### config.mk
export PLATFORM = sky130hd
export DESIGN_NAME = ptp_frame_classifier
export DESIGN_NICKNAME = d
export VERILOG_FILES = /design/src/hw/rtl/pfc_pkg.sv /design/src/hw/rtl/pfc_in_reg.sv /design/src/hw/rtl/pfc_hdr_parse.sv /design/src/hw/rtl/ptp_frame_classifier.sv
export VERILOG_INCLUDE_DIRS = /design/src /design/src/hw/rtl
export SDC_FILE = /design/constraint.sdc
export NUM_CORES = 1
export LEC_CHECK = 0
export BUFFER_PORTS_ARGS = -buffer_cell sky130_fd_sc_hd__buf_2
export CORE_ASPECT_RATIO = 1.75
export CORE_UTILIZATION = 29
export CTS_CLUSTER_SIZE = 40
export DETAILED_ROUTE_END_ITERATION = 10
export GPL_ROUTABILITY_DRIVEN = 0
export GPL_TIMING_DRIVEN = 0
export SYNTH_ARGS = -nofsm -noshare
export SYNTH_HDL_FRONTEND = slang
export SYNTH_SLANG_ARGS = --single-unit
### constraint.sdc
create_clock -name clk -period 4.4 [get_ports clk]
set_input_delay 0.22 -clock clk [delete_from_list [all_inputs] [get_ports clk]]
set_output_delay 0.22 -clock clk [all_outputs]
set_load 0.005 [all_outputs]
### src/hw/rtl/ptp_frame_classifier_macros.svh
// Assertion macros for the PTP frame classifier.
// Used by the top level; relies on clk and rst_n being in scope.
`ifndef PTP_FRAME_CLASSIFIER_MACROS_SVH
`define PTP_FRAME_CLASSIFIER_MACROS_SVH

// Same-cycle implication, disabled during reset
`define PFC_ASSERT_IMP(label, ante, cons, msg) \
    label: assert property (@(posedge clk) disable iff (!rst_n) (ante) |-> (cons)) \
        else $error(msg);

// Next-cycle implication, disabled during reset
`define PFC_ASSERT_NXT(label, ante, cons, msg) \
    label: assert property (@(posedge clk) disable iff (!rst_n) (ante) |=> (cons)) \
        else $error(msg);

`endif

### src/hw/rtl/pfc_pkg.sv
// Shared types and constants for the PTP frame classifier.
// No dependencies.
`timescale 1ns / 1ps

package pfc_pkg;

    // Frame class codes
    typedef enum logic [1:0] {
        CLASS_NONE = 2'd0,
        CLASS_L2   = 2'd1,
        CLASS_UDP  = 2'd2
    } pfc_class_t;

    // One input item
    typedef struct packed {
        logic [7:0] data_byte;
        logic       last_byte;
    } pfc_item_t;

    // One result item
    typedef struct packed {
        pfc_class_t packet_class;
        logic       dispatch;
    } pfc_result_t;

    // Header constants
    localparam logic [15:0] L2_PTP_TYPE      = 16'h88F7;
    localparam logic [15:0] IPV4_TYPE        = 16'h0800;
    localparam logic [7:0]  UDP_PROTOCOL_NUM = 8'd17;
    localparam logic [15:0] PORT_EVENT       = 16'd319;
    localparam logic [15:0] PORT_GENERAL     = 16'd320;

    // Byte offsets (7-bit counter domain)
    localparam logic [6:0] POS_ETYPE_HI = 7'd12;
    localparam logic [6:0] POS_ETYPE_LO = 7'd13;
    localparam logic [6:0] POS_IHL      = 7'd14;
    localparam logic [6:0] POS_PROTO    = 7'd23;
    localparam logic [6:0] COUNT_MAX    = 7'd127;

endpackage

### src/hw/rtl/pfc_in_reg.sv
// Input register stage for the PTP frame classifier.
// Depends on pfc_pkg.
`timescale 1ns / 1ps

module pfc_in_reg (
    input  logic              clk,
    input  logic              rst_n,
    input  logic              in_valid,
    output logic              in_ready,
    input  pfc_pkg::pfc_item_t in_item,
    input  logic              advance,
    output logic              held_valid,
    output pfc_pkg::pfc_item_t held_item
);

    logic               valid_reg;
    logic               valid_next;
    pfc_pkg::pfc_item_t item_reg;
    logic               take;

    // Free slot or slot emptying this cycle
    assign in_ready = !valid_reg || advance;
    assign take     = in_valid && in_ready;

    always_comb
    begin
        if (take)
            valid_next = 1'b1;
        else if (advance)
            valid_next = 1'b0;
        else
            valid_next = valid_reg;
    end

    always_ff @(posedge clk or negedge rst_n)
    begin
        if (!rst_n)
            valid_reg <= 1'b0;
        else
            valid_reg <= valid_next;
    end

    // Payload, no reset
    always_ff @(posedge clk)
    begin
        if (take)
            item_reg <= in_item;
    end

    assign held_valid = valid_reg;
    assign held_item  = item_reg;

endmodule

### src/hw/rtl/pfc_hdr_parse.sv
// Header field capture and frame classification.
// Depends on pfc_pkg.
`timescale 1ns / 1ps

module pfc_hdr_parse (
    input  logic                 clk,
    input  logic                 rst_n,
    input  logic                 advance,
    input  pfc_pkg::pfc_item_t   item,
    input  logic                 ptp_enable,
    output pfc_pkg::pfc_result_t result
);

    logic [6:0]  byte_count_reg, byte_count_next;
    logic [15:0] eth_type_reg, eth_type_next;
    logic [3:0]  header_words_reg, header_words_next;
    logic [7:0]  ip_protocol_reg, ip_protocol_next;
    logic [15:0] source_port_reg, source_port_next;
    logic [15:0] dest_port_reg, dest_port_next;

    logic [6:0]  pos;
    logic [7:0]  b;
    logic [6:0]  sp;
    logic        src_hit, dst_hit;
    pfc_pkg::pfc_class_t cls;

    assign pos = byte_count_reg;
    assign b   = item.data_byte;

    // IHL nibble, taken on its own byte
    assign header_words_next = (pos == pfc_pkg::POS_IHL) ? b[3:0] : header_words_reg;

    // IHL captured this cycle already places the port bytes
    assign sp = pfc_pkg::POS_IHL + {1'b0, header_words_next, 2'b00};

    // Field capture with this byte applied
    always_comb
    begin
        eth_type_next    = eth_type_reg;
        ip_protocol_next = ip_protocol_reg;
        source_port_next = source_port_reg;
        dest_port_next   = dest_port_reg;

        if (pos == pfc_pkg::POS_ETYPE_HI)
            eth_type_next[15:8] = b;
        if (pos == pfc_pkg::POS_ETYPE_LO)
            eth_type_next[7:0] = b;
        if (pos == pfc_pkg::POS_PROTO)
            ip_protocol_next = b;

        // UDP ports follow the IPv4 header; sp is never below byte 14
        if (pos == sp)
            source_port_next[15:8] = b;
        if (pos == sp + 7'd1)
            source_port_next[7:0] = b;
        if (pos == sp + 7'd2)
            dest_port_next[15:8] = b;
        if (pos == sp + 7'd3)
            dest_port_next[7:0] = b;
    end

    // Saturating byte counter
    assign byte_count_next = (byte_count_reg == pfc_pkg::COUNT_MAX) ?
                             byte_count_reg : byte_count_reg + 7'd1;

    assign src_hit = (source_port_next == pfc_pkg::PORT_EVENT) ||
                     (source_port_next == pfc_pkg::PORT_GENERAL);
    assign dst_hit = (dest_port_next == pfc_pkg::PORT_EVENT) ||
                     (dest_port_next == pfc_pkg::PORT_GENERAL);

    // Classification; length checks written as offset of the last byte
    always_comb
    begin
        cls = pfc_pkg::CLASS_NONE;
        if (ptp_enable && pos >= pfc_pkg::POS_ETYPE_LO)
        begin
            if (eth_type_next == pfc_pkg::L2_PTP_TYPE)
                cls = pfc_pkg::CLASS_L2;
            else if (eth_type_next == pfc_pkg::IPV4_TYPE &&
                     pos >= pfc_pkg::POS_PROTO &&
                     ip_protocol_next == pfc_pkg::UDP_PROTOCOL_NUM &&
                     pos >= sp + 7'd3 &&
                     (src_hit || dst_hit))
                cls = pfc_pkg::CLASS_UDP;
        end
    end

    assign result.packet_class = cls;
    assign result.dispatch     = (cls != pfc_pkg::CLASS_NONE);

    // Frame state; cleared after the last byte
    always_ff @(posedge clk or negedge rst_n)
    begin
        if (!rst_n)
        begin
            byte_count_reg   <= '0;
            eth_type_reg     <= '0;
            header_words_reg <= '0;
            ip_protocol_reg  <= '0;
            source_port_reg  <= '0;
            dest_port_reg    <= '0;
        end
        else if (advance)
        begin
            if (item.last_byte)
            begin
                byte_count_reg   <= '0;
                eth_type_reg     <= '0;
                header_words_reg <= '0;
                ip_protocol_reg  <= '0;
                source_port_reg  <= '0;
                dest_port_reg    <= '0;
            end
            else
            begin
                byte_count_reg   <= byte_count_next;
                eth_type_reg     <= eth_type_next;
                header_words_reg <= header_words_next;
                ip_protocol_reg  <= ip_protocol_next;
                source_port_reg  <= source_port_next;
                dest_port_reg    <= dest_port_next;
            end
        end
    end

endmodule

### src/hw/rtl/ptp_frame_classifier.sv
// Top level of the PTP frame classifier: input stage, header parser, result register.
// Depends on pfc_pkg, pfc_in_reg, pfc_hdr_parse and ptp_frame_classifier_macros.svh.
//
//   channel   dir  contents
//   s_*       in   tdata[7:0] data_byte, tlast last_byte
//   m_*       out  tdata[1:0] packet_class (zero padded to 8), tuser dispatch
//   cfg_*     in   cfg_we strobe, cfg_wdata ptp_enable
//
// One item per cycle sustained unless a last byte waits on a stalled result; each byte
// sits in the input register; its frame state update and classification finish in the
// step into the result register. Only the last byte of a frame yields a result.
// Reset clears the enable, the frame state and both valid flags; no sweep follows.
// A stalled result blocks only a following last byte and any bytes behind it.
`timescale 1ns / 1ps
`include "ptp_frame_classifier_macros.svh"

module ptp_frame_classifier (
    input  logic       clk,
    input  logic       rst_n,
    input  logic       s_tvalid,
    output logic       s_tready,
    input  logic [7:0] s_tdata,   // [7:0] data_byte
    input  logic       s_tlast,   // last_byte
    output logic       m_tvalid,
    input  logic       m_tready,
    output logic [7:0] m_tdata,   // [1:0] packet_class, [7:2] zero
    output logic       m_tuser,   // [0] dispatch
    input  logic       cfg_we,
    input  logic       cfg_wdata
);

    pfc_pkg::pfc_item_t   in_item;
    pfc_pkg::pfc_item_t   s1_item;
    logic                 s1_valid;
    logic                 s1_adv;
    pfc_pkg::pfc_result_t parse_result;
    pfc_pkg::pfc_result_t result_reg;
    logic                 out_valid_reg, out_valid_next;
    logic                 out_load;
    logic                 ptp_enable_reg;

    assign in_item.data_byte = s_tdata;
    assign in_item.last_byte = s_tlast;

    // Enable register
    always_ff @(posedge clk or negedge rst_n)
    begin
        if (!rst_n)
            ptp_enable_reg <= 1'b0;
        else if (cfg_we)
            ptp_enable_reg <= cfg_wdata;
    end

    pfc_in_reg u_in_reg (
        .clk        (clk),
        .rst_n      (rst_n),
        .in_valid   (s_tvalid),
        .in_ready   (s_tready),
        .in_item    (in_item),
        .advance    (s1_adv),
        .held_valid (s1_valid),
        .held_item  (s1_item)
    );

    // Non-last bytes always move on; a last byte needs a free result slot
    assign s1_adv   = s1_valid && (!s1_item.last_byte || !out_valid_reg || m_tready);
    assign out_load = s1_adv && s1_item.last_byte;

    pfc_hdr_parse u_hdr_parse (
        .clk        (clk),
        .rst_n      (rst_n),
        .advance    (s1_adv),
        .item       (s1_item),
        .ptp_enable (ptp_enable_reg),
        .result     (parse_result)
    );

    // Result register
    always_comb
    begin
        if (out_load)
            out_valid_next = 1'b1;
        else if (m_tready)
            out_valid_next = 1'b0;
        else
            out_valid_next = out_valid_reg;
    end

    always_ff @(posedge clk or negedge rst_n)
    begin
        if (!rst_n)
            out_valid_reg <= 1'b0;
        else
            out_valid_reg <= out_valid_next;
    end

    always_ff @(posedge clk)
    begin
        if (out_load)
            result_reg <= parse_result;
    end

    assign m_tvalid = out_valid_reg;
    assign m_tdata  = {6'b0, result_reg.packet_class};
    assign m_tuser  = result_reg.dispatch;

    // Checks
    `PFC_ASSERT_NXT(a_last_fills_out, out_load, m_tvalid, "last byte did not produce a result")
    `PFC_ASSERT_NXT(a_s1_holds, s1_valid && !s1_adv, s1_valid, "input stage dropped an item")
    `PFC_ASSERT_IMP(a_disp_ok, m_tvalid, m_tuser == (m_tdata[1:0] != 2'd0), "dispatch mismatch")
    `PFC_ASSERT_IMP(a_class_legal, m_tvalid, m_tdata[1:0] != 2'd3, "illegal class code")

endmodule
==> results of run 1 <==
## kinds of logic after synthesis
| family | share of synthesized area |
|---|---|
| AO/OA/AOI/OAI | 0.207 |
| XOR/XNOR | 0.0135 |
| adder cells (fa/ha/maj) | 0.0248 |
| buffers and inverters | 0.0446 |
| flip-flops | 0.465 |
| multiplexers | 0.0468 |
| other | 0.000825 |
| AND/OR/NAND/NOR | 0.197 |
## through the flow
step | instances | cell area, sq um
floorplan | 489 | 4560
finish | 710 | 5230
detailed placement | 694 | 4890
global route | 710 | 5230
global placement | 694 | 4890
CTS | 710 | 5230
## per-layer routing
metal,vias to the layer above,share of wire
li1,1839,-
met1,1873,0.37
met2,133,0.54
met3,37,0.041
met4,0,0.054
met5,-,0
## worst max-delay path: cells and delay by family (launching register included)
family | cells | cell delay (ps)
flops | 1 | 420
buf+inv | 2 | 430
simple gates | 4 | 790
mux | 1 | 410
compound gates | 5 | 1190
fa+ha+maj | 2 | 550
xor+xnor | 1 | 140
## layout make-up
type	count	area [sq um]
fill	1601	10100
multi-input combinational	363	2250
sequential	82	2110
clock buffer	14	295
tap	186	233
buffer	36	173
timing repair buffer	19	97.6
clock inverter	2	38.8
inverter	8	30.0
## synthesized netlist by cell type (3+ instances only)
master,instances
inv_1,8
o21ai_1,16
nor4_1,6
mux2i_1,19
a31oi_1,3
nand3_1,16
nand4_1,8
and3_1,9
buf_4,6
o21ai_0,51
or3_1,5
a21oi_1,5
nor3_1,5
xor2_1,5
ha_1,9
clkbuf_1,25
a22oi_1,38
dfrtp_1,70
nor4b_1,4
nand2_1,72
a21o_1,4
and2_1,3
nor2_1,27
buf_1,3
edfxtp_1,12
## power breakdown
part	internal (mW)	total (mW)	switching [mW]
logic	0.179	0.435	0.256
clock network	0.523	0.831	0.308
registers	0.884	0.987	0.103
total	1.59	2.25	0.666
## worst max-delay path by stage
stage	endpoint	slack (ps)
finish	m_tuser	310
global route	m_tdata[1]	20
CTS	m_tuser	320
detailed placement	m_tuser	350
global placement	m_tuser	360
floorplan	m_tuser	1030
==> results_dict.tcl, run 1 <==
set metrics [dict create \
    status "complete, no violations" \
    post-route-min-period_ps 4090 \
    die-area_sq_mm 0.0162 \
    setup_viol 0 \
    cellLeakagePower_nw 2.14 \
    grt_use_total 0.162 \
    max_freq_mhz 245 \
    layout_commonest_cell "nand2_1" \
    grt_overflow_total 0 \
    fin_crit_sh 0.929 \
    path_max_fanout 10 \
    via_per_inst 5.47 \
    ff2ff_setup_slack_ps 310 \
    grt_start_max_net_pins 71 \
    most-common-layout-cells "nand2_1 (72), dfrtp_1 (70), o21ai_0 (51)" \
    drtPass1Iterations 5 \
    hold_buffers 0 \
    grt_use_met3 0.0259 \
    seq_area_frac_synth 0.465 \
    fin_nets 543 \
    clk_latency_ps 340 \
    async_reset_ff_frac 0.854 \
    ys_types 66 \
    grt_pass1_vias 3898 \
    criticalPathCategory "register to register" \
    use_met1 0.167 \
    start_util 0.297 \
    finalHoldViolCount 0 \
    reg2reg_from "u_hdr_parse.byte_count_reg[0]" \
    synth.area.top_cells "dfrtp_1 (39%), edfxtp_1 (7.9%), a22oi_1 (6.3%)" \
    num_antenna_cells 0 \
    drt_iter0_markers 302 \
    postSynthAreaPerCell_sq_um 9.39 \
    port_buffers 19 \
    clock-root-buffer "clkbuf_16" \
    rsz0062_at_grt "false" \
    cts_buffers 9 \
    postRouteAntennaNets 0 \
    dp_hpwl_mm 9.33 \
    cts-resized-gates 0 \
    layout-drive-gt1-share 0.109 \
    grt_use_met2 0.300 \
    yosys.area.top_type "dfrtp_1" \
    ff2ff_path_depth 15 \
    core.rowCount 60 \
    slowest_delay_ps 420 \
    place_ws_ps 350 \
    antenna_found_initial 0 \
    clk_pin_slew_ps 60 \
    synth-edff-count 12 \
    pwr_density_cell_mw_per_mm2 431 \
    yosysWarningCount 0 \
    relSlewSlack 0.390 \
    num_io_pins 26 \
    synth_ff_type "dfrtp_1" \
    cts_max_level 3 \
    hp-class "input pin to asynchronous set/reset pin" \
    critPathLaunch "u_hdr_parse.byte_count_reg[0]" \
    drv_slew 0 \
    wl_mm 12.7 \
    drc 0 \
    cts.sinks 82 \
    worst_pin_slew_ps 915 \
    final_util 0.341 \
    fin_skew_ps 5.66 \
    required_ps 4600 \
    core_area_sq_mm 0.0153 \
    synth_top_area_share 0.386 \
    fin_setup_tns_ps 0 \
    reg2reg_to "m_tuser" \
    die_x_um 96.6 \
    top_usage_layer "met2" \
    clk_path_buf_depth 2 \
    cts_tree "done" \
    fp.dieH_um 168 \
    grt_pass1_wl_mm 20.5 \
    syn_to_final_growth_pct 15.0 \
    ir_worst_vdd_mv 0.265 \
    setup.worst_path.start_class "register" \
    p_total_mw 2.25 \
    syn_inst 484 \
    cp_cell_sequence "inv_1 > ha_1 > nand3_1 > nor2_4 > mux2_2 > xnor2_1 > ha_1 > and4_1 > nand3_1 > clkbuf_1 > o21ai_0 > o2111ai_1 > o211a_1 > a311o_1 > o21bai_2" \
    cap_viol_max_count 0 \
    critical-path-slowest-cell "dfrtp_1" \
    crit_arrival_ps 4290 \
    ys_ff_latch 82 \
    synthesis.area_sq_mm 0.00454 \
    wl_per_cell_um 17.9 \
    cts_setup_buffers 0 \
    hold_slack_ps 13.0 \
    layout_setup_ws_ps 311 \
    routed-via-count 3882 \
    end_kind "register" \
]
(Power assumes the default switching activity.)
==> run 2: changes to the inputs <==
- ABC_AREA: default -> 1
==> run 2 against run 1 <==
Largest power group unchanged. Combinational power is 68% lower. Routed wire length is 2.8% lower. Worst hold slack better by 41 ps. Register-to-register slack hardly changed. Count of clock-buffer cells in the layout is 5 lower. Critical path depth is 10 higher. First-iteration DRC count is 14% lower. Sequential share of layout area is 0.82 points lower. Clock power is 6.9% lower. Sequential cell count stayed put.
==> results_dict.tcl, run 2 <==
set metrics [dict create \
    status "complete, no violations" \
    ys_types 38 \
    synthTopCellsByCount "nand2_1 (146), inv_1 (91), dfrtp_1 (70)" \
    layout-drive-gt1-share 0.123 \
    port_buffers 19 \
    routedLengthMet1_mm 4.60 \
    grt_pass1_wl_mm 20.2 \
    synth_xor_area_frac 0 \
    start_util 0.299 \
    crit_arrival_ps 4310 \
    end_kind "register" \
    switchingPower_uw 458 \
    clk_latency_ps 340 \
    cts_setup_buffers 0 \
    ir_worst_vdd_mv 0.249 \
    clock-root-buffer "clkbuf_16" \
    p_seq_frac 0.470 \
    most-common-layout-cells "nand2_1 (146), inv_1 (91), dfrtp_1 (70)" \
    drv_slew 0 \
    antenna_found_initial 0 \
    path_max_fanout 10 \
    num_antenna_cells 0 \
    power_frac_comb 0.082 \
    wl_per_cell_um 15.1 \
    crit_top_cell "nand2_1" \
    grt_overflow_total 0 \
    syn_inst 591 \
    wl_met3_um 415 \
    grt_start_max_net_pins 63 \
    synth_ff_type "dfrtp_1" \
    cap_viol_max_count 0 \
    sw_frac_of_total 0.265 \
    drc 0 \
    top_layer "met4" \
    slowest_delay_ps 410 \
    post-route-min-period_ps 4100 \
    hold_slack_ps 53.7 \
    layout_commonest_cell "nand2_1" \
    clk_pin_slew_ps 70 \
    ff2ff_setup_slack_ps 300 \
    fp.dieH_um 169 \
    required_ps 4610 \
    rsz0062_at_grt "false" \
    synth_mux_area_frac 0 \
    syn_to_final_growth_pct 15.0 \
    drt_iter0_markers 259 \
    drtPass1Iterations 5 \
    synthAdderAreaFrac 0.0243 \
    clkPwrFrac 0.448 \
    synthSimpleGateAreaFrac 0.246 \
    synth-edff-count 12 \
    setup_viol 0 \
    worst_pin_slew_ps 1100 \
    criticalPathCategory "register to register" \
    relSlewSlack 0.263 \
    fin_crit_sh 0.933 \
    grt_use_total 0.159 \
    setup.worst_path.start_class "register" \
    seq_area_frac_synth 0.455 \
    cts_tree "done" \
    fin_skew_ps 8.26 \
    cts_buffers 9 \
    synthesis.area_sq_mm 0.00464 \
    p_total_mw 1.73 \
    synth_top_area_share 0.377 \
    pwr_density_cell_mw_per_mm2 324 \
    grt_pass1_vias 3949 \
    yosys.area.top_type "dfrtp_1" \
    fin_setup_tns_ps 0 \
    hp-class "input pin to register" \
    p_int_mw 1.27 \
    yosysWarningCount 0 \
    yosys.cell_count.top_type "nand2_1" \
    fin_nets 652 \
    synth.area.top_cells "dfrtp_1 (38%), nand2_1 (12%), edfxtp_1 (7.8%)" \
    core_area_sq_mm 0.0155 \
    clk_path_buf_depth 2 \
    die-area_sq_mm 0.0165 \
    via_per_inst 4.97 \
    synth_compound_area_frac 0.162 \
    max_freq_mhz 244 \
    ys_ff_latch 82 \
    wl_met2_mm 6.70 \
    cellLeakagePower_nw 2.60 \
    cts.sinks 82 \
    async_reset_ff_frac 0.854 \
    routed-via-count 4072 \
    dp_hpwl_mm 9.20 \
    synth_top_family_by_area "simple AND/OR/NAND/NOR gates" \
    cts_max_level 3 \
    wl_mm 12.3 \
    num_io_pins 26 \
    postSynthAreaPerCell_sq_um 7.85 \
    critical-path-slowest-cell "dfrtp_1" \
    finalHoldViolCount 0 \
    die_x_um 97.6 \
    postRouteAntennaNets 0 \
    core.rowCount 60 \
]
-- run 2: cell types whose count changed after synthesis, moves of 14 or more --
cell / previous run / this run
nand4_1: 8 / 22
a22oi_1: 38 / 0
inv_1: 8 / 91
nand2_1: 72 / 146
mux2i_1: 19 / 0
o22ai_1: 2 / 50
-- run 2: layout make-up --
cell class / count / area (sq um)
plain buffers: 28 / 144
clock buffers: 9 / 225
clock inverters: 7 / 76.3
fillers: 1582 / 10200
inverters: 98 / 375
multi-input cells: 388 / 2030
flip-flops and latches: 82 / 2110
well taps: 186 / 233
repair buffers: 21 / 135
-- run 2: worst paths after layout --
path,start,to,depth (start not counted)
max,u_hdr_parse.byte_count_reg[0],m_tuser,25
min,s_tdata[1],u_in_reg.held_item[2],1
max reg2reg,u_hdr_parse.byte_count_reg[0],m_tuser,25
min reg2reg,m_tvalid,m_tvalid,2
max in group asynchronous,rst_n,u_hdr_parse.dest_port_reg[10],3
min in group asynchronous,rst_n,u_hdr_parse.eth_type_reg[8],2
-- run 2: critical path: cells and delay by family, from the launching register on --
kind	cells	cell delay, ps
AOI/OAI and AO/OA	3	420
DFF	1	410
adders and majority gates	2	550
buffers and inverters	4	610
and+or+nand+nor	16	1990
-- run 2: repair_timing --
item	CTS	global route
hold buffers	1	0
endpoints found under the setup margin	0	2
endpoints found under the hold margin	21	0
gates resized for setup	0	5
-- run 2: routing by layer --
| layer | up-vias | GRT usage |
|---|---|---|
| li1 | 2050 | - |
| met5 | - | 0 |
| met2 | 94 | 0.299 |
| met3 | 38 | 0.0292 |
| met1 | 1890 | 0.161 |
| met4 | 0 | 0.0935 |
-- run 2: power by group through the flow --
stage               logic (mW)  registers, mW  clock network, mW
floorplan               0.0828          0.814                  0
global placement         0.138          0.828                  0
detailed placement       0.141          0.828                  0
CTS                      0.142          0.813              0.787
global route             0.160          0.815              0.819
finish                   0.141          0.813              0.774
-- run 2: cell families after synthesis --
family,Yosys count
adder cells (fa/ha/maj),9
AND/OR/NAND/NOR,241
buffers and inverters,126
flip-flops,82
other,1
AO/OA/AOI/OAI,132
-- run 2: stage by stage --
| stage | cell area, sq um | utilization | worst slack, ps | cells |
|---|---|---|---|---|
| finish | 5340 | 0.343 | 297 | 819 |
| global route | 5340 | 0.343 | 13.8 | 819 |
| CTS | 5330 | 0.343 | 180 | 819 |
| detailed placement | 5020 | 0.323 | 231 | 802 |
| global placement | 4990 | 0.321 | 210 | 801 |
| floorplan | 4660 | - | 1120 | 596 |
==> run 3: changes to the inputs <==
- clock period: 4.4 -> 4.9 ns (I/O delays scaled with it)
==> run 3 against run 2 <==
Die area is the same. Non-clock buffer count is the same. Via count shrank 0.91%. Clock power fell by 10%. Routed wire length down 0.13%. Sequential share of layout area hardly changed. Fmax fell by 3.5%. First-iteration DRC count fell by 5.0%. Power shrank 10%. Largest cell class unchanged.
==> results_dict.tcl, run 3 (synthesis gave the netlist of run 2 again) <==
set metrics [dict create \
    grt_pass1_vias 3949 \
    grt_use_met2 0.299 \
    drtPass1Iterations 5 \
    antenna_found_initial 0 \
    cap_viol_max_count 0 \
    clk_path_buf_depth 2 \
    clk_pin_slew_ps 70 \
    max_freq_mhz 235 \
    p_total_mw 1.55 \
    cts_max_level 3 \
    grt_use_total 0.159 \
    cellLeakagePower_nw 2.60 \
    fin_skew_ps 8.53 \
    fp.dieH_um 169 \
    most-common-layout-cells "nand2_1 (146), inv_1 (91), dfrtp_1 (70)" \
    placed_area_sq_mm 0.00502 \
    grt_start_max_net_pins 63 \
    crit_arrival_ps 4460 \
    core.rowCount 60 \
    port_buffers 19 \
    grt_overflow_total 0 \
    clock-root-buffer "clkbuf_16" \
    cts_tree "done" \
    path_max_fanout 10 \
    setup.worst_path.start_class "register" \
    wl_per_cell_um 15.0 \
    fin_nets 652 \
    cts.sinks 82 \
    cts_setup_buffers 0 \
    top_usage_layer "met2" \
    routed-via-count 4035 \
    die_x_um 97.6 \
    ir_worst_vdd_mv 0.223 \
    setup_viol 0 \
    end_kind "register" \
    grt_pass1_wl_mm 20.2 \
    num_antenna_cells 0 \
    use_met1 0.161 \
    post-route-min-period_ps 4250 \
    criticalPathCategory "register to register" \
    grt_use_met3 0.0292 \
    rsz0062_at_grt "false" \
    core_area_sq_mm 0.0155 \
    drv_slew 0 \
    die-area_sq_mm 0.0165 \
    cts_buffers 9 \
    num-fill-cells 1584 \
    num_io_pins 26 \
    drt_iter0_markers 246 \
    dp_hpwl_mm 9.20 \
    fin_crit_sh 0.868 \
    clk_latency_ps 340 \
    worst_pin_slew_ps 1090 \
    place_inst 802 \
    fin_area_sq_mm 0.00533 \
    wl_mm 12.3 \
    status "complete, no violations" \
    fin_cells 819 \
    via_per_inst 4.93 \
    cts-resized-gates 0 \
    fin_setup_tns_ps 0 \
    start_util 0.299 \
    postRouteAntennaNets 0 \
    drc 0 \
    syn_to_final_growth_pct 14.8 \
    required_ps 5110 \
    pwr_density_cell_mw_per_mm2 291 \
    finalHoldViolCount 0 \
    hp-class "input pin to register" \
    layout_commonest_cell "nand2_1" \
    layout-drive-gt1-share 0.120 \
    relSlewSlack 0.267 \
]
[run 3: cell counts in the layout (fill, tap and decap cells not counted)]
No cell type changed its count.
[run 3: worst paths after layout]
check                                         startpoint  slack, ps  depth (start not counted)                              to
min reg2reg                                     m_tvalid        530                          2                        m_tvalid
max in group asynchronous                          rst_n       4070                          3  u_hdr_parse.source_port_reg[9]
max reg2reg                u_hdr_parse.byte_count_reg[0]        650                         25                         m_tuser
min                                           s_tdata[1]         80                          1           u_in_reg.held_item[2]
max                        u_hdr_parse.byte_count_reg[0]        650                         25                         m_tuser
min in group asynchronous                          rst_n        270                          2     u_hdr_parse.eth_type_reg[8]
[run 3: timing repair]
action	in CTS	in global routing
endpoints found under the setup margin	0	0
hold endpoints to repair	8	0
hold buffers	1	0
[run 3: power by group]
part	internal, mW	switching, mW
clock	0.399	0.295
combinational	0.0360	0.0899
sequential	0.706	0.0242
total	1.14	0.409
[run 3: critical path: stages (launching register included)]
cell      delay (ps)
dfrtp_1          410
inv_1            190
ha_1             260
nand3_4          130
clkinv_4         100
nand2_4           70
nand2_2           90
nand2_4           70
nand2_2          110
nand2_2           70
nand2_1           80
nand2_1           70
nor2_1            90
a21oi_1           50
ha_1             280
and3_1           250
nand3_1          280
clkbuf_1         280
o21ai_0          190
inv_1             90
nor4_1           240
a31o_2           200
nand4_1          140
nand2_1          180
nand2_1          120
nand2_1           90
[run 3: layer usage]
| layer | wire (um) | share of wire | up-vias |
|---|---|---|---|
| li1 | - | - | 2049 |
| met1 | 4610 | 0.37 | 1862 |
| met2 | 6730 | 0.55 | 88 |
| met3 | 384 | 0.031 | 36 |
| met4 | 602 | 0.049 | 0 |
| met5 | 0 | 0 | - |
[run 3: final cells by class]
cell class | instances | area (sq um) | area share
multi-input cells | 388 | 2030 | 0.381
repair buffers | 21 | 135 | 0.0254
clock inverters | 7 | 76.3 | 0.0143
flip-flops and latches | 82 | 2110 | 0.396
clock buffers | 9 | 225 | 0.0423
well taps | 186 | 233 | 0.0437
inverters | 98 | 375 | 0.0704
plain buffers | 28 | 143 | 0.0268
[run 3: through the flow]
stage	utilization	hold WS, ps	worst slack (ps)
after global routing	0.343	64.3	340
after detailed placement	0.323	87.9	731
after CTS	0.343	72.5	680
final	0.343	80.4	648
after floorplan	-	-50.6	1620
after global placement	0.321	422	710
